===== src/rtl/greedy_edge_coloring_unit_defines.svh =====
// Assertion macros used by the execution side (gec_back) of the edge coloring RTL.
`ifndef GREEDY_EDGE_COLORING_UNIT_DEFINES_SVH
`define GREEDY_EDGE_COLORING_UNIT_DEFINES_SVH

// Same-cycle implication, disabled while reset is held.
`define GEC_ASSERT_IMPL(label, clk, rstn, ante, cons, msg) \
    label: assert property (@(posedge clk) disable iff (!rstn) (ante) |-> (cons)) \
        else $error(msg);

// Next-cycle implication, disabled while reset is held.
`define GEC_ASSERT_NEXT(label, clk, rstn, ante, cons, msg) \
    label: assert property (@(posedge clk) disable iff (!rstn) (ante) |=> (cons)) \
        else $error(msg);

`endif


===== src/rtl/gec_pkg.sv =====
// Types and constants shared by the edge coloring unit.
`timescale 1ns / 1ps
package gec_pkg;

    localparam int VTX_W      = 10;
    localparam int COLOR_W    = 6;
    localparam int MAP_W      = 63;
    localparam int EPOCH_W    = 8;
    localparam int S_TDATA_W  = 24;
    localparam int M_TDATA_W  = 32;
    localparam int IN_DEPTH   = 4;
    localparam int OUT_DEPTH  = 4;
    localparam int OUT_CNT_W  = $clog2(OUT_DEPTH + 1);

    typedef enum logic {
        KIND_EDGE,
        KIND_TOTAL
    } gec_kind_t;

    typedef enum logic [1:0] {
        ST_CLEAR,
        ST_ISSUE,
        ST_COMPUTE,
        ST_FINISH
    } gec_state_t;

    typedef struct packed {
        logic             is_edge;
        logic             last;
        logic [VTX_W-1:0] hi;
        logic [VTX_W-1:0] lo;
    } gec_item_t;

    typedef struct packed {
        gec_kind_t          kind;
        logic [VTX_W-1:0]   edge_low;
        logic [VTX_W-1:0]   edge_high;
        logic [COLOR_W-1:0] color;
        logic               overflow;
        logic               last;
    } gec_result_t;

endpackage


===== src/rtl/gec_fifo.sv =====
// Small register FIFO with occupancy count.
`timescale 1ns / 1ps
module gec_fifo #(
    parameter int WIDTH = 8,
    parameter int DEPTH = 4
) (
    input  logic                         aclk,
    input  logic                         aresetn,
    input  logic                         push,
    input  logic [WIDTH-1:0]             din,
    output logic                         full,
    input  logic                         pop,
    output logic [WIDTH-1:0]             dout,
    output logic                         empty,
    output logic [$clog2(DEPTH + 1)-1:0] count
);

    localparam int PW = (DEPTH > 1) ? $clog2(DEPTH) : 1;
    localparam int CW = $clog2(DEPTH + 1);

    logic [WIDTH-1:0] mem_reg [DEPTH];
    logic [PW-1:0]    wr_ptr_reg, wr_ptr_next;
    logic [PW-1:0]    rd_ptr_reg, rd_ptr_next;
    logic [CW-1:0]    count_reg, count_next;
    logic             do_push, do_pop;

    assign full    = (count_reg == CW'(DEPTH));
    assign empty   = (count_reg == '0);
    assign do_push = push && !full;
    assign do_pop  = pop && !empty;
    assign dout    = mem_reg[rd_ptr_reg];
    assign count   = count_reg;

    always_comb begin
        wr_ptr_next = wr_ptr_reg;
        rd_ptr_next = rd_ptr_reg;
        count_next  = count_reg;
        if (do_push) begin
            wr_ptr_next = (wr_ptr_reg == PW'(DEPTH - 1)) ? '0 : wr_ptr_reg + PW'(1);
        end
        if (do_pop) begin
            rd_ptr_next = (rd_ptr_reg == PW'(DEPTH - 1)) ? '0 : rd_ptr_reg + PW'(1);
        end
        if (do_push && !do_pop) begin
            count_next = count_reg + CW'(1);
        end else if (do_pop && !do_push) begin
            count_next = count_reg - CW'(1);
        end
    end

    always_ff @(posedge aclk) begin
        if (!aresetn) begin
            wr_ptr_reg <= '0;
            rd_ptr_reg <= '0;
            count_reg  <= '0;
        end else begin
            wr_ptr_reg <= wr_ptr_next;
            rd_ptr_reg <= rd_ptr_next;
            count_reg  <= count_next;
        end
    end

    always_ff @(posedge aclk) begin
        if (do_push) begin
            mem_reg[wr_ptr_reg] <= din;
        end
    end

endmodule


===== src/rtl/gec_front.sv =====
// Input side: classify arcs and queue the items that produce results.
`timescale 1ns / 1ps
module gec_front
    import gec_pkg::*;
#(
    parameter int MAX_VERTICES = 1024
) (
    input  logic                 aclk,
    input  logic                 aresetn,
    input  logic                 s_tvalid,
    output logic                 s_tready,
    input  logic [S_TDATA_W-1:0] s_tdata,   // [9:0] from_vertex, [19:10] to_vertex
    input  logic                 s_tuser,   // [0] arc_valid
    input  logic                 s_tlast,
    output logic                 item_valid,
    input  logic                 item_pop,
    output gec_item_t            item
);

    localparam int IW = $bits(gec_item_t);

    logic [VTX_W-1:0] from_v, to_v;
    logic             in_range;
    gec_item_t        cls;
    logic             q_full, q_empty, q_push;
    logic [IW-1:0]    q_dout;
    logic [$clog2(IN_DEPTH + 1)-1:0] q_count;

    assign from_v   = s_tdata[VTX_W-1:0];
    assign to_v     = s_tdata[2*VTX_W-1:VTX_W];
    assign in_range = (32'(from_v) < 32'(MAX_VERTICES)) && (32'(to_v) < 32'(MAX_VERTICES));

    always_comb begin
        cls.is_edge = s_tuser && (from_v < to_v) && in_range;
        cls.last    = s_tlast;
        cls.lo      = from_v;
        cls.hi      = to_v;
    end

    // drop arcs that neither color an edge nor close the graph
    assign s_tready = !q_full;
    assign q_push   = s_tvalid && !q_full && (cls.is_edge || cls.last);

    gec_fifo #(
        .WIDTH (IW),
        .DEPTH (IN_DEPTH)
    ) u_queue (
        .aclk    (aclk),
        .aresetn (aresetn),
        .push    (q_push),
        .din     (cls),
        .full    (q_full),
        .pop     (item_pop),
        .dout    (q_dout),
        .empty   (q_empty),
        .count   (q_count)
    );

    assign item_valid = !q_empty && (q_count != '0);
    assign item       = gec_item_t'(q_dout);

endmodule


===== config.mk =====
export PLATFORM = sky130hd
export DESIGN_NAME = gec_front
export DESIGN_NICKNAME = d
export VERILOG_FILES = /design/src/rtl/greedy_edge_coloring_unit_defines.svh /design/src/rtl/gec_pkg.sv /design/src/rtl/gec_fifo.sv /design/src/rtl/gec_front.sv
export SDC_FILE = /design/constraint.sdc
export NUM_CORES = 1
export LEC_CHECK = 0
export ABC_AREA = 1
export BUFFER_PORTS_ARGS = -buffer_cell sky130_fd_sc_hd__buf_4
export CORE_ASPECT_RATIO = 1.4
export CORE_UTILIZATION = 40
export CTS_CLUSTER_SIZE = 14
export DETAILED_ROUTE_END_ITERATION = 8
export PLACE_DENSITY = 0.58
export REMOVE_ABC_BUFFERS = 1
export SETUP_SLACK_MARGIN = 0.15
export SYNTH_ARGS = -nofsm -noshare
export SYNTH_HDL_FRONTEND = slang
export SYNTH_SLANG_ARGS = --single-unit

===== constraint.sdc =====
create_clock -name aclk -period 2.65 [get_ports aclk]
set_clock_uncertainty 0.05 [all_clocks]
set_input_delay 0.1325 -clock aclk [delete_from_list [all_inputs] [get_ports aclk]]
set_output_delay 0.1325 -clock aclk [all_outputs]
set_load 0.02 [all_outputs]

Word-level counts from Yosys, hierarchy flattened
Memories as Yosys holds them, arrays and structs flattened. A register that Yosys moved wholly into a read port is not among the register bits. Index checks and enable logic that the tools add are counted. Widths: inputs -> output; s select.

Register bits after elaboration: 7. Memory bits (writable): 88. Bits of input ports: 30. Memories kept: 1.

Memory list: u_queue.mem_reg (words 4, bits a word 22, read ports 1, clocked after memory_dff 1, wr ports 1, RTL line gec_fifo.sv:21) `logic [WIDTH-1:0] mem_reg [DEPTH];`.

Add/sub/neg operators: 4. Magnitude comparators: 1. Equal/unequal tests: 3. Muxes and demuxes: 8. Reductions and logical operators: 16.

Operators with widths (count): $lt 10x10->1 (1); $logic_and 1x1->1 (8); $mux 2 (4); $mux 3 (2); $add 2x1->2 const B (2); $eq 2x2->1 const B (2); $logic_not 1->1 (4); $add 3x1->3 const B (1); $eq 3x3->1 const B (1); $logic_not 3->1 (1); $reduce_bool 3->1 (1); $sub 3x1->3 const B (1); $mux 1 (2); $reduce_bool 2->1 (1); $logic_or 1x1->1 (1).

Longest topological paths before layout
Depth after elaboration: 9. Depth in mapped cells: 19. Depth with buffers taken out: 19.

Modules after synthesis
From an unflattened synthesis, not the netlist that was laid out.

Cell total of the unflattened synthesis: 337. Area total of the unflattened synthesis: 4091.4 um^2.

By module, submodules not included: gec_fifo (instances 1, cells an instance 285, area each 3794.9 um^2); gec_front (instances 1, cells an instance 52, area each 296.5 um^2).

Least setup slack after synthesis
OpenSTA, ideal clock, no wires.

Path type: input -> register. Start point: in s_tdata[19]. End point: mem u_queue.mem_reg[3][0] in the netlist's numbering, enable pin. Setup time: 0.401 ns. Data arrival time: 1.873 ns. Data required time: 2.199 ns. Path slack: 0.327 ns. Cell stages on the path: 9. Buffers on the path: 0. Cells stage by stage: inv_1 ha_1 nand2_1 nand3b_1 nor2_2 nand3_2 nand2_2 nand2_4 nor2_1.

Word-level cells in the longest chain between the ends: 7.

Ends and longest elaborated chain: start, declared (RTL line gec_front.sv:12) `input logic [S_TDATA_W-1:0] s_tdata,`; $lt 10x10->1 (RTL line gec_front.sv:34) `cls.is_edge = s_tuser && (from_v < to_v) && in_range;`; $logic_and 1x1->1 (RTL line gec_front.sv:34); $logic_or 1x1->1 (RTL line gec_front.sv:42) `assign q_push = s_tvalid && !q_full && (cls.is_edge || cls.last);`; $logic_and 1x1->1 (RTL line gec_front.sv:42); $logic_and 1x1->1 (RTL line gec_fifo.sv:29) `assign do_push = push && !full;`; $mux 1 (RTL line gec_fifo.sv:64) `if (do_push) begin`; $mux 1 (implied by the code) (RTL line gec_fifo.sv:65) `mem_reg[wr_ptr_reg] <= din;`; end, declared (RTL line gec_fifo.sv:21).

Every way passes these cells.

Worst setup path after layout
Start point: in s_tdata[2]. End point: reg u_queue.count_reg[1] (netlist: u_queue.count[1]).

Elaborated cells between the ends (all ways): 10. Those cells by class: 1 x order compare; 1 x mux; 8 x reduce/logical.

RTL lines: $lt 10x10->1 (RTL line gec_front.sv:34); $logic_and 1x1->1 (RTL line gec_front.sv:34); $logic_or 1x1->1 (RTL line gec_front.sv:42); $logic_and 1x1->1 (RTL line gec_front.sv:42); $logic_and 1x1->1 (RTL line gec_fifo.sv:29); named net u_queue.do_push (RTL line gec_fifo.sv:25) `logic do_push, do_pop;`; $logic_and 1x1->1 (RTL line gec_fifo.sv:44) `if (do_push && !do_pop) begin`; $mux 3 (RTL line gec_fifo.sv:44); named net u_queue.count_next[1] (RTL line gec_fifo.sv:24) `logic [CW-1:0] count_reg, count_next;`; end signal, assigned (RTL line gec_fifo.sv:59) `count_reg <= count_next;`; end, declared (RTL line gec_fifo.sv:24).

The timed path passes the listed nets, and every way through them passes these cells. A chain may end at the register's enable or synchronous reset.

==> flow_summary.json <==
{
  "r2r_start": "u_queue.count[0]",
  "r2r_cells": 14,
  "dp.cells": 498,
  "synth_area_leaders": "edfxtp_1 (66%), o21ai_0 (5.9%), nor2_1 (5.3%)",
  "overflow": 0,
  "cts_tree": "built",
  "cpMaxStageDelayCell": "dlygate4sd3_1",
  "finalCritPeriodShare_pct": 87.8,
  "largest_register_ffs": 88,
  "drc": 0,
  "fin_nets": 445,
  "rows": 42,
  "top_layer_used": "met4",
  "diodes": 0,
  "yosysWarnings": 0,
  "worst_pin_slew_ns": 0.731,
  "coreArea_mm2": 0.00956,
  "r2r_slack_ns": 0.84,
  "syn_inst": 323,
  "final_cells": 536,
  "area_growth_pct": 28.7,
  "drv_slew": 0,
  "cts.path.max_buffers": 2,
  "port_buffers": 49,
  "firstDrtPassIters": 4,
  "min_path_type": "input port to flop",
  "wl_per_cell_um": 14.9,
  "start_util_pct": 41.7,
  "antenna_found_initial": 0,
  "wl_met1_um": 3300,
  "tns_ns": 0,
  "max_slew_margin_pct": 51.2,
  "wl_met2_um": 4400,
  "setup_viol": 0,
  "cts_buffers": 9,
  "critPathMaxFanout": 5,
  "path_delay_family": "adder cells",
  "final_antenna_net_count": 0,
  "grt_usage_pct": 16.9,
  "finalHoldViolCount": 0,
  "worstHoldPathCells": 3,
  "gp_congestion": 0.688,
  "arrival_ns": 2.50,
  "drtIter0Drc": 86,
  "ir_worst_vdd_uv": 503,
  "slowest_delay_ns": 0.53,
  "rsz0062_at_grt": "false",
  "min_from": "aresetn",
  "hold_path_end": "u_queue.wr_ptr_reg[0]",
  "critPathLaunch": "s_tdata[2]",
  "die_w_um": 86.4,
  "dieArea_mm2": 0.0104,
  "yosys.area.top_type": "edfxtp_1",
  "grt_start_max_net_pins": 45,
  "num_vias": 2568,
  "cp-end-kind": "flop",
  "synth_seq_cells": 97,
  "wl_met3_um": 252,
  "chipHeight_um": 120,
  "cts.sinks": 97,
  "clock_latency_ns": 0.33,
  "seq_area_frac_synth_pct": 70.7,
  "p_leak_uw": 0.00197,
  "synth_cell_types": 22,
  "cts_root_buf": "clkbuf_16",
  "clk_pin_slew_ns": 0.06,
  "path_cells": "dlygate4sd3_1, buf_4, ha_1, nand2_1, nor2_1, nand3_1, nand3_2, nand2_2, nand2_4, inv_1, ha_1, inv_2, fa_2, o21ai_1, a21oi_1",
  "cp_num_buf_inv": 4,
  "fin_area_mm2": 0.00514,
  "drt_wl_total_um": 8000,
  "place_area_mm2": 0.00458,
  "outcome": "completed",
  "crit_type": "input port to flop",
  "viasPerCell": 4.79,
  "grt_pass1_wl_um": 12700,
  "hpwlAfterDp_um": 4850,
  "synth_top_area_share_pct": 66.2,
  "min_period_ns": 2.33,
  "cp.required_ns": 2.82,
  "rr_endpoint": "u_queue.count[2]",
  "syn_area_mm2": 0.00399,
  "h-tree-depth": 3,
  "drive_above_1_share_pct": 21.3,
  "io-pin-count": 54,
  "max_freq_ghz": 0.430,
  "startpoint_type": "input port",
  "power_density_mw_per_mm2": 936,
  "cap_viol_max_count": 0,
  "cpMostUsedCell": "ha_1",
  "synth_area_per_cell_um2": 12.4,
  "grt_pass1_vias": 2589
}
[cell type report]
class / count / area (um2)
repair buffers: 78 / 688
clock buffers: 10 / 229
inverters: 31 / 116
clock inverters: 6 / 106
well taps: 132 / 165
flip-flops and latches: 97 / 2820
multi-input cells: 182 / 1010
fillers: 837 / 4430
[layer usage]
metal	global-route usage [%]	vias up
li1	-	1293
met1	20.1	1229
met2	29.1	44
met3	2.80	2
met4	8.44	0
met5	0	-
[stage by stage]
step	setup WS [ns]	util [%]	total power, uW	hold WS (ns)
after floorplan	0.327	-	2730	0.181
after global placement	0.306	47.9	3350	0.294
after detailed placement	0.265	47.9	3380	0.297
after CTS	0.190	53.6	4850	0.00870
after global routing	0.162	53.7	5070	0.0278
final	0.323	53.7	4810	0.0270
[tightest hold or removal path: stages]
cell and delay [ns]:
buf_4 0.12, nand2_1 0.06, nor2_2 0.06
[cells by family (layout without fill, tap and decap cells)]
group	Yosys count	in the layout	synth area share [%]
DFF	97	97	70.7
and+or+nand+nor	89	89	9.22
AOI/OAI and AO/OA	77	77	10.5
buffers and inverters	44	125	4.39
adders and majority gates	16	16	5.20
[worst max path at each step]
| stage | endpoint | cells after the start |
|---|---|---|
| floorplan | u_queue.mem_reg[3][0] | 9 |
| global placement | u_queue.count[2] | 19 |
| detailed placement | u_queue.count[2] | 17 |
| CTS | u_queue.count[1] | 15 |
| global route | u_queue.count[2] | 20 |
| finish | u_queue.count[1] | 15 |
[layout by cell type (no fill, tap or decap), drive strengths merged]
master | netlist | final
nand3b | 1 | 1
nand3 | 4 | 4
o22ai | 22 | 22
o211a | 1 | 1
dfxtp | 9 | 9
nand2 | 24 | 24
clkinv | 0 | 2
edfxtp | 88 | 88
nor2 | 60 | 60
dlygate4sd3 | 0 | 21
clkbuf | 7 | 10
buf | 6 | 57
bufinv | 0 | 3
fa | 1 | 1
a21oi | 5 | 5
ha | 15 | 15
o21ai | 49 | 49
clkinvlp | 0 | 1
inv | 31 | 31
[Yosys cell counts]
cell,instances
clkbuf_1,7
fa_1,1
nand3_1,3
nand3b_1,1
nor2_1,56
inv_2,1
dfxtp_1,9
nand2_1,22
o21ai_1,2
inv_1,30
nand2_2,1
o211a_1,1
edfxtp_1,88
a21oi_1,5
buf_2,5
nand2_4,1
o22ai_1,22
ha_1,15
nor2_2,4
buf_4,1
o21ai_0,47
nand3_2,1
[timing repair]
action	CTS	global route
hold buffers	21	0
resized for setup	0	5
setup buffers	0	1
endpoints found under the setup margin	0	2
hold endpoints to repair	84	0
[power by group]
part	leakage, uW	total [uW]	internal [uW]	switching, uW
Clock	0.000160	1440	917	523
Combinational	0.000935	1500	570	934
Sequential	0.000876	1860	1810	47.5
Power figures use the tool's default switching activity.
