File: src/rtl/greedy_edge_coloring_unit_defines.svh
// Assertion macros used by the execution side (gec_back) of the edge coloring RTL.
`ifndef GREEDY_EDGE_COLORING_UNIT_DEFINES_SVH
`define GREEDY_EDGE_COLORING_UNIT_DEFINES_SVH

// Same-cycle implication, disabled while reset is held.
`define GEC_ASSERT_IMPL(label, clk, rstn, ante, cons, msg) \
    label: assert property (@(posedge clk) disable iff (!rstn) (ante) |-> (cons)) \
        else $error(msg);

// Next-cycle implication, disabled while reset is held.
`define GEC_ASSERT_NEXT(label, clk, rstn, ante, cons, msg) \
    label: assert property (@(posedge clk) disable iff (!rstn) (ante) |=> (cons)) \
        else $error(msg);

`endif

File: src/rtl/gec_fifo.sv
// Small register FIFO with occupancy count.
`timescale 1ns / 1ps
module gec_fifo #(
    parameter int WIDTH = 8,
    parameter int DEPTH = 4
) (
    input  logic                         aclk,
    input  logic                         aresetn,
    input  logic                         push,
    input  logic [WIDTH-1:0]             din,
    output logic                         full,
    input  logic                         pop,
    output logic [WIDTH-1:0]             dout,
    output logic                         empty,
    output logic [$clog2(DEPTH + 1)-1:0] count
);

    localparam int PW = (DEPTH > 1) ? $clog2(DEPTH) : 1;
    localparam int CW = $clog2(DEPTH + 1);

    logic [WIDTH-1:0] mem_reg [DEPTH];
    logic [PW-1:0]    wr_ptr_reg, wr_ptr_next;
    logic [PW-1:0]    rd_ptr_reg, rd_ptr_next;
    logic [CW-1:0]    count_reg, count_next;
    logic             do_push, do_pop;

    assign full    = (count_reg == CW'(DEPTH));
    assign empty   = (count_reg == '0);
    assign do_push = push && !full;
    assign do_pop  = pop && !empty;
    assign dout    = mem_reg[rd_ptr_reg];
    assign count   = count_reg;

    always_comb begin
        wr_ptr_next = wr_ptr_reg;
        rd_ptr_next = rd_ptr_reg;
        count_next  = count_reg;
        if (do_push) begin
            wr_ptr_next = (wr_ptr_reg == PW'(DEPTH - 1)) ? '0 : wr_ptr_reg + PW'(1);
        end
        if (do_pop) begin
            rd_ptr_next = (rd_ptr_reg == PW'(DEPTH - 1)) ? '0 : rd_ptr_reg + PW'(1);
        end
        if (do_push && !do_pop) begin
            count_next = count_reg + CW'(1);
        end else if (do_pop && !do_push) begin
            count_next = count_reg - CW'(1);
        end
    end

    always_ff @(posedge aclk) begin
        if (!aresetn) begin
            wr_ptr_reg <= '0;
            rd_ptr_reg <= '0;
            count_reg  <= '0;
        end else begin
            wr_ptr_reg <= wr_ptr_next;
            rd_ptr_reg <= rd_ptr_next;
            count_reg  <= count_next;
        end
    end

    always_ff @(posedge aclk) begin
        if (do_push) begin
            mem_reg[wr_ptr_reg] <= din;
        end
    end

endmodule

File: config.mk
export PLATFORM = sky130hd
export DESIGN_NAME = gec_fifo
export DESIGN_NICKNAME = d
export VERILOG_FILES = /design/src/rtl/greedy_edge_coloring_unit_defines.svh /design/src/rtl/gec_fifo.sv
export SDC_FILE = /design/constraint.sdc
export NUM_CORES = 1
export LEC_CHECK = 0
export BUFFER_PORTS_ARGS = -buffer_cell sky130_fd_sc_hd__clkbuf_2
export CELL_PAD_IN_SITES_DETAIL_PLACEMENT = 1
export CELL_PAD_IN_SITES_GLOBAL_PLACEMENT = 1
export CORE_AREA = 3 3 65 67
export DETAILED_ROUTE_END_ITERATION = 7
export DIE_AREA = 0 0 68 70
export HOLD_SLACK_MARGIN = 0.1
export PLACE_DENSITY = 0.85
export SLEW_MARGIN = 5
export SYNTH_ARGS = -nofsm -noshare
export SYNTH_HDL_FRONTEND = slang
export SYNTH_SLANG_ARGS = --single-unit
File: constraint.sdc
create_clock -name aclk -period 5.2 [get_ports aclk]
set_input_delay 1.04 -clock aclk [delete_from_list [all_inputs] [get_ports aclk]]
set_output_delay 1.04 -clock aclk [all_outputs]
set_load 0.005 [all_outputs]
Word-level counts from Yosys, hierarchy flattened:

Memories as Yosys holds them, arrays and structs flattened. A register that Yosys moved wholly into a read port is not among the register bits.
Index checks and enable logic that the tools add are counted.

* register bits: 7
* bits in latches: 0
* bits in writable memories: 32
* ROM bits: 0
* bits of input ports: 12
* output and inout bits: 13
* word-level logic and storage cells: 29
* memories kept: 1

* $add $sub $neg: 4
* $mul: 0
* div/mod/pow operators: 0
* order comparisons: 0
* equal/unequal tests: 3
* shift-type cells: 0
* mux-type cells: 8
* bitwise operators: 0
* reductions and logical operators: 10

Memory list
* mem_reg: words 4, width 8, read ports 1, clocked after memory_dff 1, wr ports 1, line gec_fifo.sv:21 `logic [WIDTH-1:0] mem_reg [DEPTH];`

Operator list (count)
* $mux W2: 4
* $mux W3: 2
* $add A2 B1 Y2 const B: 2
* $eq A2 B2 Y1 const B: 2
* $logic_and A1 B1 Y1: 4
* $logic_not A1 Y1: 4
* $add A3 B1 Y3 const B: 1
* $eq A3 B3 Y1 const B: 1
* $logic_not A3 Y1: 1
* $sub A3 B1 Y3 const B: 1
* $mux W1: 2
* $reduce_bool A2 Y1: 1

Longest topological paths before layout:

Gate-level depths: netlist of run 1.

* depth after elaboration: 7
* mapped depth: 9
* mapped depth without buffers: 8

Worst setup path after synthesis of run 1:

Ideal clock, no wire load.

* path kind: input port to flip-flop
* start: input push
* end: register count_reg[2], in the netlist count[2]
* setup time: 0.076 ns
* arrival: 2.464 ns
* setup slack: 2.661 ns
* stages: 8
* buffers on the path: 1
* cells stage by stage: nor2b_1 > buf_2 > ha_1 > inv_1 > fa_1 > xor2_1 > or3_1 > a21boi_0

* cells in the longest elaborated chain, start to end: 4

Ends and longest elaborated chain
* from (decl): line gec_fifo.sv:9 `input logic push,`
* $logic_and A1 B1 Y1 *: line gec_fifo.sv:29 `assign do_push = push && !full;`
* named net do_push: line gec_fifo.sv:25 `logic do_push, do_pop;`
* $logic_not A1 Y1: line gec_fifo.sv:46 `end else if (do_pop && !do_push) begin`
* $logic_and A1 B1 Y1: line gec_fifo.sv:46
* $reduce_bool A2 Y1 (no source line)
* to (signal assigned): line gec_fifo.sv:59 `count_reg <= count_next;`
* to (decl): line gec_fifo.sv:24 `logic [CW-1:0] count_reg, count_next;`

The timed path passes the listed nets; every way through them passes the cells marked *.
A chain may end at the register's enable or synchronous reset.

==> qor.yml, run 1 <==
timing:
  setup_viol: 0
  tightest_slew_ps: 572.4
  worst_clock_skew_ps: 2.222
  hold_viol: 0
  fin_crit_ps: 2705
  rsz0062_at_grt: "false"
  fin_crit_sh_pct: 52.03
  final.setup.tns_ps: 0
  fin_hold_ws_ps: 509.5
  fmax_ghz: 0.3696
  slew_viol_final: 0
  max_slew_margin_pct: 61.51
clock_tree:
  ctsResizeCount: 0
  post_cts_buffers: 0
  cts_tree: "yes"
  clock_path_buffers: 2
  cts.sinks: 41
  cts_root_buffer: "clkbuf_8"
  cts_buffers: 5
  clk_latency_ps: 290
  ctsHoldBuffers: 0
  h-tree-depth: 2
  cts.clk_slew.worst_paths_ps: 70
placed_design:
  dpl.cell_count: 161
  dp_hpwl_microns: 2054
  placed_area_sq_um: 1793
  io_buffers: 24
  place_congestion: 0.7005
synth:
  synth_compound_area_share_pct: 1.842
  synthXorXnorAreaFrac_pct: 1.074
  synth_top_family_by_area: "multiplexers"
  yosysSeqAreaShare_pct: 69.99
  synth_nets: 112
  synthMuxAreaShare_pct: 12.89
  synth_fa_ha_area_share_pct: 5.833
  ys_types: 23
  syn-cell-area_sq_um: 1630
  synthSimpleGateAreaFrac_pct: 6.600
  ys_seq_elements: 41
  syn_inst: 93
  yosys_warnings: 0
  syn_avg_cell_area_sq_um: 17.53
power:
  power_density_nw_per_um2: 455.2
  peakVddDrop_mv: 0.1935
  p_leak_nw: 0.6939
min_path:
  hp-class: "flop to flop"
  whs_path_depth: 2
  hold_start: "wr_ptr_reg[1]$_SDFFE_PN0P_"
layout:
  area_growth_pct: 15.04
  layout.cells.non_filler: 169
  fin_area_sq_um: 1876
  final_cell_mix: "edfxtp_1 (32), clkbuf_2 (24), dfxtp_1 (9)"
  nFillCells: 374
  largest_register_ff_count: 32
  final_common_cell: "edfxtp_1"
  drive_above_1_share_pct: 33.06
  nNetsFinal: 139
  antenna_cells: 0
critical_path:
  critPathKind: "flop to output port"
  end_kind: "output port"
  cp-start-kind: "flop"
  ff2ff_path_depth: 8
  rr_startpoint: "count[0]$_SDFFE_PN0P_"
  worstPathRequired_ps: 4160
  r2r_slack_ps: 2770
  critPathArrivalTime_ps: 1670
  critical_path.max_fanout: 8
detailed_routing:
  ant_nets: 0
  drtIter0Drc: 83
  remaining_drc_errors: 0
  wire_per_inst_microns: 17.10
  via_per_inst: 5.160
  drt-total-wl_microns: 2890
  vias: 872
  dr.pass1.iters: 4
die:
  start_util_pct: 44.20
  die_y_microns: 70
  dieWidth_microns: 68
  num_rows: 22
  core_sq_um: 3689
  fp.dieArea_sq_um: 4760
  io_pins: 25
grt:
  grt.total_usage_pct: 14.15
  grt_overflow: 0
  grt_pass1_wl_microns: 4823
  grt_max_degree: 13
  antenna_found_initial: 0
  grt_pass1_vias: 995
status:
  status: "completed"
run:
  cap_viol_max_count: 0
## layer usage
| metal | global-route usage (%) | vias up | wire length, microns |
|---|---|---|---|
| met5 | 0 | - | 0 |
| met4 | 4.636 | 0 | 34 |
| met3 | 5.788 | 5 | 170 |
| met2 | 23.88 | 23 | 1498 |
| met1 | 15.82 | 445 | 1186 |
| li1 | - | 399 | - |
## cell type report
cell class	count	area [sq um]	share of cell area, %
clock buffers	6	72.57	3.869
clock inverters	2	10.01	0.5337
inverters	3	11.26	0.6004
flip-flops and latches	41	1141	60.84
repair buffers	24	120.1	6.404
multi-input cells	45	460.4	24.55
well taps	48	60.06	3.202
## through the flow
stage	utilization, %	power, mW	setup WS (ps)
floorplan	-	0.5846	2661
global placement	48.61	0.6536	2377
detailed placement	48.61	0.6698	2194
CTS	50.85	0.8677	2435
global route	50.85	0.9124	2340
finish	50.85	0.8537	2495
## critical path: stages (launching register included)
cell      delay, ps
dfxtp_1         670
mux4_2          570
clkbuf_2        130
## cells in the mapped netlist
master | count | area [sq um]
xnor2_1 | 1 | 8.760
o31ai_1 | 1 | 7.510
a21boi_0 | 1 | 7.510
ha_1 | 6 | 75.07
nor3b_2 | 1 | 12.51
nand3_1 | 2 | 10.01
mux4_2 | 8 | 180.2
edfxtp_1 | 32 | 960.9
nor3_1 | 1 | 5.000
and2_1 | 5 | 31.28
or3_1 | 1 | 6.260
mux2i_1 | 3 | 30.03
buf_2 | 2 | 10.01
inv_1 | 3 | 11.26
nand2_1 | 6 | 22.52
dfxtp_1 | 9 | 180.2
nor2b_1 | 2 | 12.51
nor2_1 | 2 | 7.510
o21ai_0 | 3 | 15.01
buf_1 | 1 | 3.750
clkbuf_1 | 1 | 3.750
xor2_1 | 1 | 8.760
fa_1 | 1 | 20.02
## logic make-up (layout without fill, tap and decap cells)
logic type | count (synthesis) | in the layout
DFF | 41 | 41
and+or+nand+nor | 20 | 20
muxes | 11 | 11
adders and majority gates | 7 | 7
buffers and inverters | 7 | 35
AOI/OAI and AO/OA | 5 | 5
xor gates and xnor gates | 2 | 2
## final timing paths
kind / endpoint
worst min-delay path: wr_ptr_reg[1]$_SDFFE_PN0P_
worst min register to register: wr_ptr_reg[1]$_SDFFE_PN0P_
worst max-delay path: dout[1]
worst max register to register: count[2]$_SDFFE_PN0P_
## where the power goes
| part | internal, mW | total, mW | switching (mW) |
|---|---|---|---|
| clock network | 0.0930 | 0.196 | 0.103 |
| logic | 0.115 | 0.207 | 0.0921 |
| registers | 0.403 | 0.450 | 0.0470 |
Note: power is estimated with default switching activity, not from simulation.
==> run 2: changes to the inputs <==
ABC_AREA = 1   (was not set)
CORE_AREA = 3 3 70 72   (was 3 3 65 67)
DIE_AREA = 0 0 73 75   (was 0 0 68 70)
PLACE_DENSITY = 0.84   (was 0.85)
clock period = 2.25 ns   (was 5.2 ns; I/O delays follow)
==> run 2 against run 1 <==
Net effect: routed wire length is 14% higher; hold slack worse by 120 ps; combinational power increased to 3.4 times the previous value; critical endpoint is now count[1]$_SDFFE_PN0P_.
==> qor.yml, run 2 <==
synth:
  yosysSeqAreaShare_pct: 67.41  # -2.6 points
  yosysTopAreaCellShare_pct: 56.76  # -2.2 points
  synth_common_cells: "nor2_1 (33), edfxtp_1 (32), inv_1 (18)"
  ys_seq_elements: 41  # unchanged
  yosys_warnings: 0  # unchanged
  synth_edf_count: 32  # unchanged
  synth_nets: 167  # +49%
  synth_ff_type: "edfxtp_1"
  synthDominantAreaCellType: "edfxtp_1"
  syn_inst: 148  # +59%
  synth_area_leaders: "edfxtp_1 (57%), dfxtp_1 (11%), nor2_1 (7.3%), ha_1 (4.4%), o21ai_0 (4.1%)"
  synth_most_common_cell: "nor2_1"
  syn-cell-area_sq_um: 1693  # +3.8%
  async_flop_share_pct: 0  # unchanged
  syn_avg_cell_area_sq_um: 11.44  # -35%
  ys_types: 18  # -22%
run:
  cap_viol_max_count: 0  # unchanged
clock_tree:
  cts.clk_slew.worst_paths_ps: 80  # about the same
  ctsHoldBuffers: 0  # unchanged
  post_cts_buffers: 0  # unchanged
  clock_path_buffers: 2  # unchanged
  h-tree-depth: 2  # unchanged
  cts.sinks: 41  # unchanged
  clk_latency_ps: 290  # about the same
  ctsResizeCount: 0  # unchanged
  cts_tree: "yes"
  cts_buffers: 5  # unchanged
  cts_root_buffer: "clkbuf_8"
detailed_routing:
  drtIter0Drc: 163  # +96%
  ant_nets: 0  # unchanged
  vias: 1159  # +33%
  wire_per_inst_microns: 14.06  # -18%
  via_per_inst: 4.932  # -4.4%
  dr.pass1.iters: 4  # unchanged
  remaining_drc_errors: 0  # unchanged
  drt-total-wl_microns: 3303  # +14%
power:
  p_comb_share_pct: 32.1  # +7.9 points
  power_density_nw_per_um2: 1106  # +140%
  swShare_pct: 33.99  # +5.6 points
  seqPwrFrac_pct: 47.2  # -5.6 points
  power_mw: 2.186  # +160%
  clkPwrFrac_pct: 20.7  # -2.3 points
  power.internal_mw: 1.443  # +140%
  peakVddDrop_mv: 0.4554  # +140%
  p_leak_nw: 0.8204  # +18%
  power_switching_mw: 0.7430  # +210%
critical_path:
  critical_path.max_fanout: 7  # -1
  critical_path_buf_inv_count: 2  # +1
  critPathKind: "flop to flop"
  crit_slowest_cell: "fa_1"
  crit_chain: "nor2_1, nand2_1, nand2_2, inv_1, ha_1, inv_1, fa_1, o21ai_0, nor2_1"
  ff2ff_path_depth: 9  # +1
  critPathArrivalTime_ps: 2070  # +400 ps
  cp.depth: 9  # +7
  cp-start-kind: "flop"
  cp_top_family: "adder cells"
  end_kind: "flop"
  worstPathRequired_ps: 2430  # -1730 ps
  cp_slowest_stage_delay_ps: 410  # -260 ps
placed_design:
  place_congestion: 0.7911  # +13%
  io_buffers: 24  # unchanged
  dp_hpwl_microns: 2418  # +18%
min_path:
  hp-class: "input port to flop"
  whs_path_depth: 1  # -1
timing:
  worst_clock_skew_ps: 3.897  # +1.675 ps
  fin_crit_sh_pct: 83.78
  fmax_ghz: 0.5305
  setup_viol: 0  # unchanged
  final.setup.tns_ps: 0  # unchanged
  rsz0062_at_grt: "false"
  slew_viol_final: 0  # unchanged
  fin_crit_ps: 1885
  max_slew_margin_pct: 77.92  # +16 points
  tightest_slew_ps: 330.8  # -241.6 ps
  hold_viol: 0  # unchanged
die:
  dieWidth_microns: 73  # +7.4%
  num_rows: 24  # +9.1%
  io_pins: 25  # unchanged
  start_util_pct: 38.88  # -5.3 points
  fp.dieArea_sq_um: 5475  # +15%
  core_sq_um: 4354  # +18%
  die_y_microns: 75  # +7.1%
layout:
  antenna_cells: 0  # unchanged
  drive_above_1_share_pct: 22.40  # -11 points
  post-route-util_pct: 45.37  # -5.5 points
  area_growth_pct: 16.70
  nNetsFinal: 201  # +45%
  final_cell_mix: "nor2_1 (33), edfxtp_1 (32), clkbuf_2 (24)"
  final_common_cell: "nor2_1"
  largest_register_ff_count: 32  # unchanged
grt:
  grt_max_degree: 17  # +4
  antenna_found_initial: 0  # unchanged
  grt.total_usage_pct: 13.44  # -0.72 points
  grt_pass1_vias: 1170  # +18%
  grt_overflow: 0  # unchanged
  grt_pass1_wl_microns: 5416  # +12%
status:
  status: "completed"
[run 2: changes by cell type after synthesis, moves of 3 or more]
cell and change:
nor2_1 +31, and2_1 -5, o21ai_0 +11, o22ai_1 +8
nand2_1 +8, inv_1 +15, o21ai_2 +3, mux4_2 -8
mux2i_1 -3
[run 2: logic make-up after synthesis]
logic type,count (synthesis),synth area share [%]
and+or+nand+nor,51,11.90
DFF,41,67.41
AOI/OAI and AO/OA,28,9.535
buffers and inverters,21,5.543
adders and majority gates,7,5.617
[run 2: area by class of cell]
class / instances / area (sq um)
clock buffer: 6 / 72.57
timing repair buffer: 29 / 157.7
multi-input combinational: 86 / 457.9
tap: 52 / 65.06
inverter: 19 / 71.32
clock inverter: 2 / 10.01
sequential: 41 / 1141
fill: 488 / 2379
[run 2: worst paths after layout]
check	slack [ps]	from	end
hold reg to reg	540	count[0]$_SDFFE_PN0P_	count[0]$_SDFFE_PN0P_
setup / recovery	360	count[1]$_SDFFE_PN0P_	count[1]$_SDFFE_PN0P_
setup reg to reg	360	count[1]$_SDFFE_PN0P_	count[1]$_SDFFE_PN0P_
hold / removal	390	din[4]	mem_reg[1][4]$_DFFE_PP_
[run 2: layer usage]
metal,track usage (%),vias up,wire length (microns)
met5,0,-,0
met3,4.139,4,178
met2,24.93,31,1770
met1,14.04,555,1314
li1,-,569,-
met4,5.533,0,40
[run 2: power groups by stage]
stage               Combinational (mW)  Sequential, mW  Clock (mW)
floorplan                        0.461            1.03           0
global placement                 0.694            1.04           0
detailed placement               0.724            1.05           0
CTS                              0.727            1.04       0.463
global route                     0.822            1.05       0.502
finish                           0.701            1.03       0.453
[run 2: worst register-to-register path, stage by stage, from the launching register on]
cell and delay (ps):
dfxtp_1 360, nor2_1 160, nand2_1 130, nand2_2 150, inv_1 60, ha_1 200, inv_1 90, fa_1 410
o21ai_0 170, nor2_1 50
[run 2: through the flow]
step | cell area [sq um] | setup WS (ps) | cells | hold WS [ps]
finish | 1976 | 364.9 | 235 | 385.4
global route | 1976 | 184.9 | 235 | 377.8
CTS | 1976 | 334.6 | 235 | 377.3
detailed placement | 1893 | 350.9 | 227 | 526.7
global placement | 1893 | 440.5 | 227 | 509.7
floorplan | 1693 | 534.4 | 148 | 501.3
==> run 3: changes to the inputs <==
clock period = 1.6 ns   (was 2.25 ns; I/O delays follow)
==> run 3 against run 2 <==
Net effect: final area up 11%; routed wire length rose by 13%; via count up 2.8%; clock power grew 79%; cell count is 6.0% higher; setup slack got worse by 360 ps; critical endpoint is now count[2]$_SDFFE_PN0P_; largest cell class unchanged; largest power group unchanged.
==> qor.yml, run 3 (same netlist as run 2, synthesis figures left out) <==
grt:
  antenna_found_initial: 0  # unchanged
  grt_pass1_vias: 1266  # +8.2%
  grt.total_usage_pct: 15.12  # +1.7 points
  grt_pass1_wl_microns: 6141  # +13%
  grt_max_degree: 17  # unchanged
  grt_overflow: 0  # unchanged
timing:
  rsz0062_at_grt: "true"
  fin_crit_sh_pct: 99.65  # +16 points
  fmax_ghz: 0.6272  # +18%
  fin_crit_ps: 1594  # -290.7 ps
  max_slew_margin_pct: 88.74  # +11 points
  worst_clock_skew_ps: 5.298  # +1.401 ps
  tightest_slew_ps: 168.9  # -161.9 ps
  slew_viol_final: 0  # unchanged
  setup_viol: 0  # unchanged
  hold_viol: 0  # unchanged
die:
  dieWidth_microns: 73  # unchanged
  core_sq_um: 4354  # unchanged
  die_y_microns: 75  # unchanged
  io_pins: 25  # unchanged
  start_util_pct: 38.88  # unchanged
  fp.dieArea_sq_um: 5475  # unchanged
  num_rows: 24  # unchanged
detailed_routing:
  drt-total-wl_microns: 3733  # +13%
  ant_nets: 0  # unchanged
  wire_per_inst_microns: 14.99  # +6.7%
  vias: 1192  # +2.8%
  via_per_inst: 4.787  # -2.9%
  remaining_drc_errors: 0  # unchanged
  drtIter0Drc: 79  # -52%
  dr.pass1.iters: 4  # unchanged
min_path:
  hp-class: "input port to flop"
  whs_path_depth: 1  # unchanged
layout:
  largest_register_ff_count: 32  # unchanged
  area_growth_pct: 29.79
  layout.cells.non_filler: 249  # +6.0%
  final_cell_mix: "nor2_1 (32), edfxtp_1 (32), clkbuf_2 (20)"
  post-route-util_pct: 50.46  # +5.1 points
  antenna_cells: 0  # unchanged
  fin_area_sq_um: 2197  # +11%
  nNetsFinal: 215  # +7.0%
  nFillCells: 491  # +0.61%
  drive_above_1_share_pct: 37.56  # +15 points
clock_tree:
  clk_latency_ps: 290  # about the same
  cts_tree: "yes"
  cts.sinks: 41  # unchanged
  h-tree-depth: 2  # unchanged
  cts_root_buffer: "clkbuf_8"
  clock_path_buffers: 2  # unchanged
  cts_buffers: 5  # unchanged
  ctsHoldBuffers: 0  # unchanged
  cts.clk_slew.worst_paths_ps: 80  # about the same
placed_design:
  placed_area_sq_um: 1961  # +3.6%
  dp_hpwl_microns: 2627  # +8.6%
  dpl.cell_count: 234  # +3.1%
  place_congestion: 0.6918  # -13%
  io_buffers: 24  # unchanged
power:
  p_leak_nw: 0.9113  # +11%
  peakVddDrop_mv: 0.7710  # +69%
  power_density_nw_per_um2: 1688  # +53%
critical_path:
  critical_path.max_fanout: 2  # -5
  startpoint: "count[1]$_SDFFE_PN0P_"
  cp-start-kind: "flop"
  critPathArrivalTime_ps: 1820  # -250 ps
  crit_path_end: "count[2]$_SDFFE_PN0P_"
  worstPathRequired_ps: 1830  # -600 ps
  critPathKind: "flop to flop"
  r2r_slack_ps: 6  # -360 ps
  rr_startpoint: "count[1]$_SDFFE_PN0P_"
  worstReg2RegEnd: "count[2]$_SDFFE_PN0P_"
  ff2ff_path_depth: 11  # +2
  end_kind: "flop"
run:
  cap_viol_max_count: 0  # unchanged
status:
  status: "completed"
run 3: area by class of cell:
type                            instances  area (sq um)  area share (%)
Multi-Input combinational cell         86         510.5           23.23
Tap cell                               52         65.06           2.961
Clock inverter                          2         33.78           1.538
Timing Repair Buffer                   43         282.8           12.87
Inverter                               19         81.33           3.702
Sequential cell                        41          1151           52.39
Clock buffer                            6         72.57           3.303
run 3: power by group:
part	leakage (nW)	switching [mW]	internal, mW
Clock	0.0528	0.348	0.461
Sequential	0.370	0.121	1.34
Combinational	0.489	0.752	0.689
Total	0.911	1.22	2.49
run 3: per-layer routing:
metal / track usage [%] / vias to the layer above / share of wire (%) / routed length, microns
met2: 27.51 / 25 / 55 / 2043
li1: - / 597 / - / -
met3: 4.539 / 6 / 5.6 / 209
met5: 0 / - / 0 / 0
met1: 16.62 / 564 / 38 / 1417
met4: 5.533 / 0 / 1.7 / 62
run 3: how the worst min path moves through the flow:
stage,to,startpoint,slack [ps]
finish,mem_reg[2][7]$_DFFE_PP_,din[7],250
global route,mem_reg[1][4]$_DFFE_PP_,din[4],240
CTS,mem_reg[2][7]$_DFFE_PP_,din[7],240
detailed placement,rd_ptr_reg[1]$_SDFFE_PN0P_,rd_ptr_reg[1]$_SDFFE_PN0P_,540
global placement,rd_ptr_reg[1]$_SDFFE_PN0P_,rd_ptr_reg[1]$_SDFFE_PN0P_,530
floorplan,mem_reg[0][0]$_DFFE_PP_,din[0],420
run 3: per-stage QoR:
stage,total power [mW],TNS (ps),hold slack [ps],worst slack (ps)
6_report,3.710,0,246.9,5.651
4_1_cts,3.570,-2.338,242.1,-2.338
3_5_place_dp,2.655,-93.46,536.0,-57.90
5_1_grt,3.997,-161.4,243.8,-86.87
2_1_floorplan,2.132,-21.88,418.9,-21.88
3_3_place_gp,2.587,0,525.3,8.086
run 3: what timing repair did:
item / 4_1_cts / 5_1_grt
pin swaps: 1 / 9
endpoints found under the setup margin: 10 / 7
buffers inserted: 2 / 4
cloned: 0 / 1
gates resized for setup: 10 / 26
run 3: worst max-delay path, cell delays in order (launching register included):
cell and delay, ps:
dfxtp_2 340, nor2_4 120, nand2_2 70, nand2_2 90
ha_4 160, inv_4 40, fa_2 370, nand2_2 90
nand3_2 70, nand2_1 60, inv_1 40, nor2_1 90
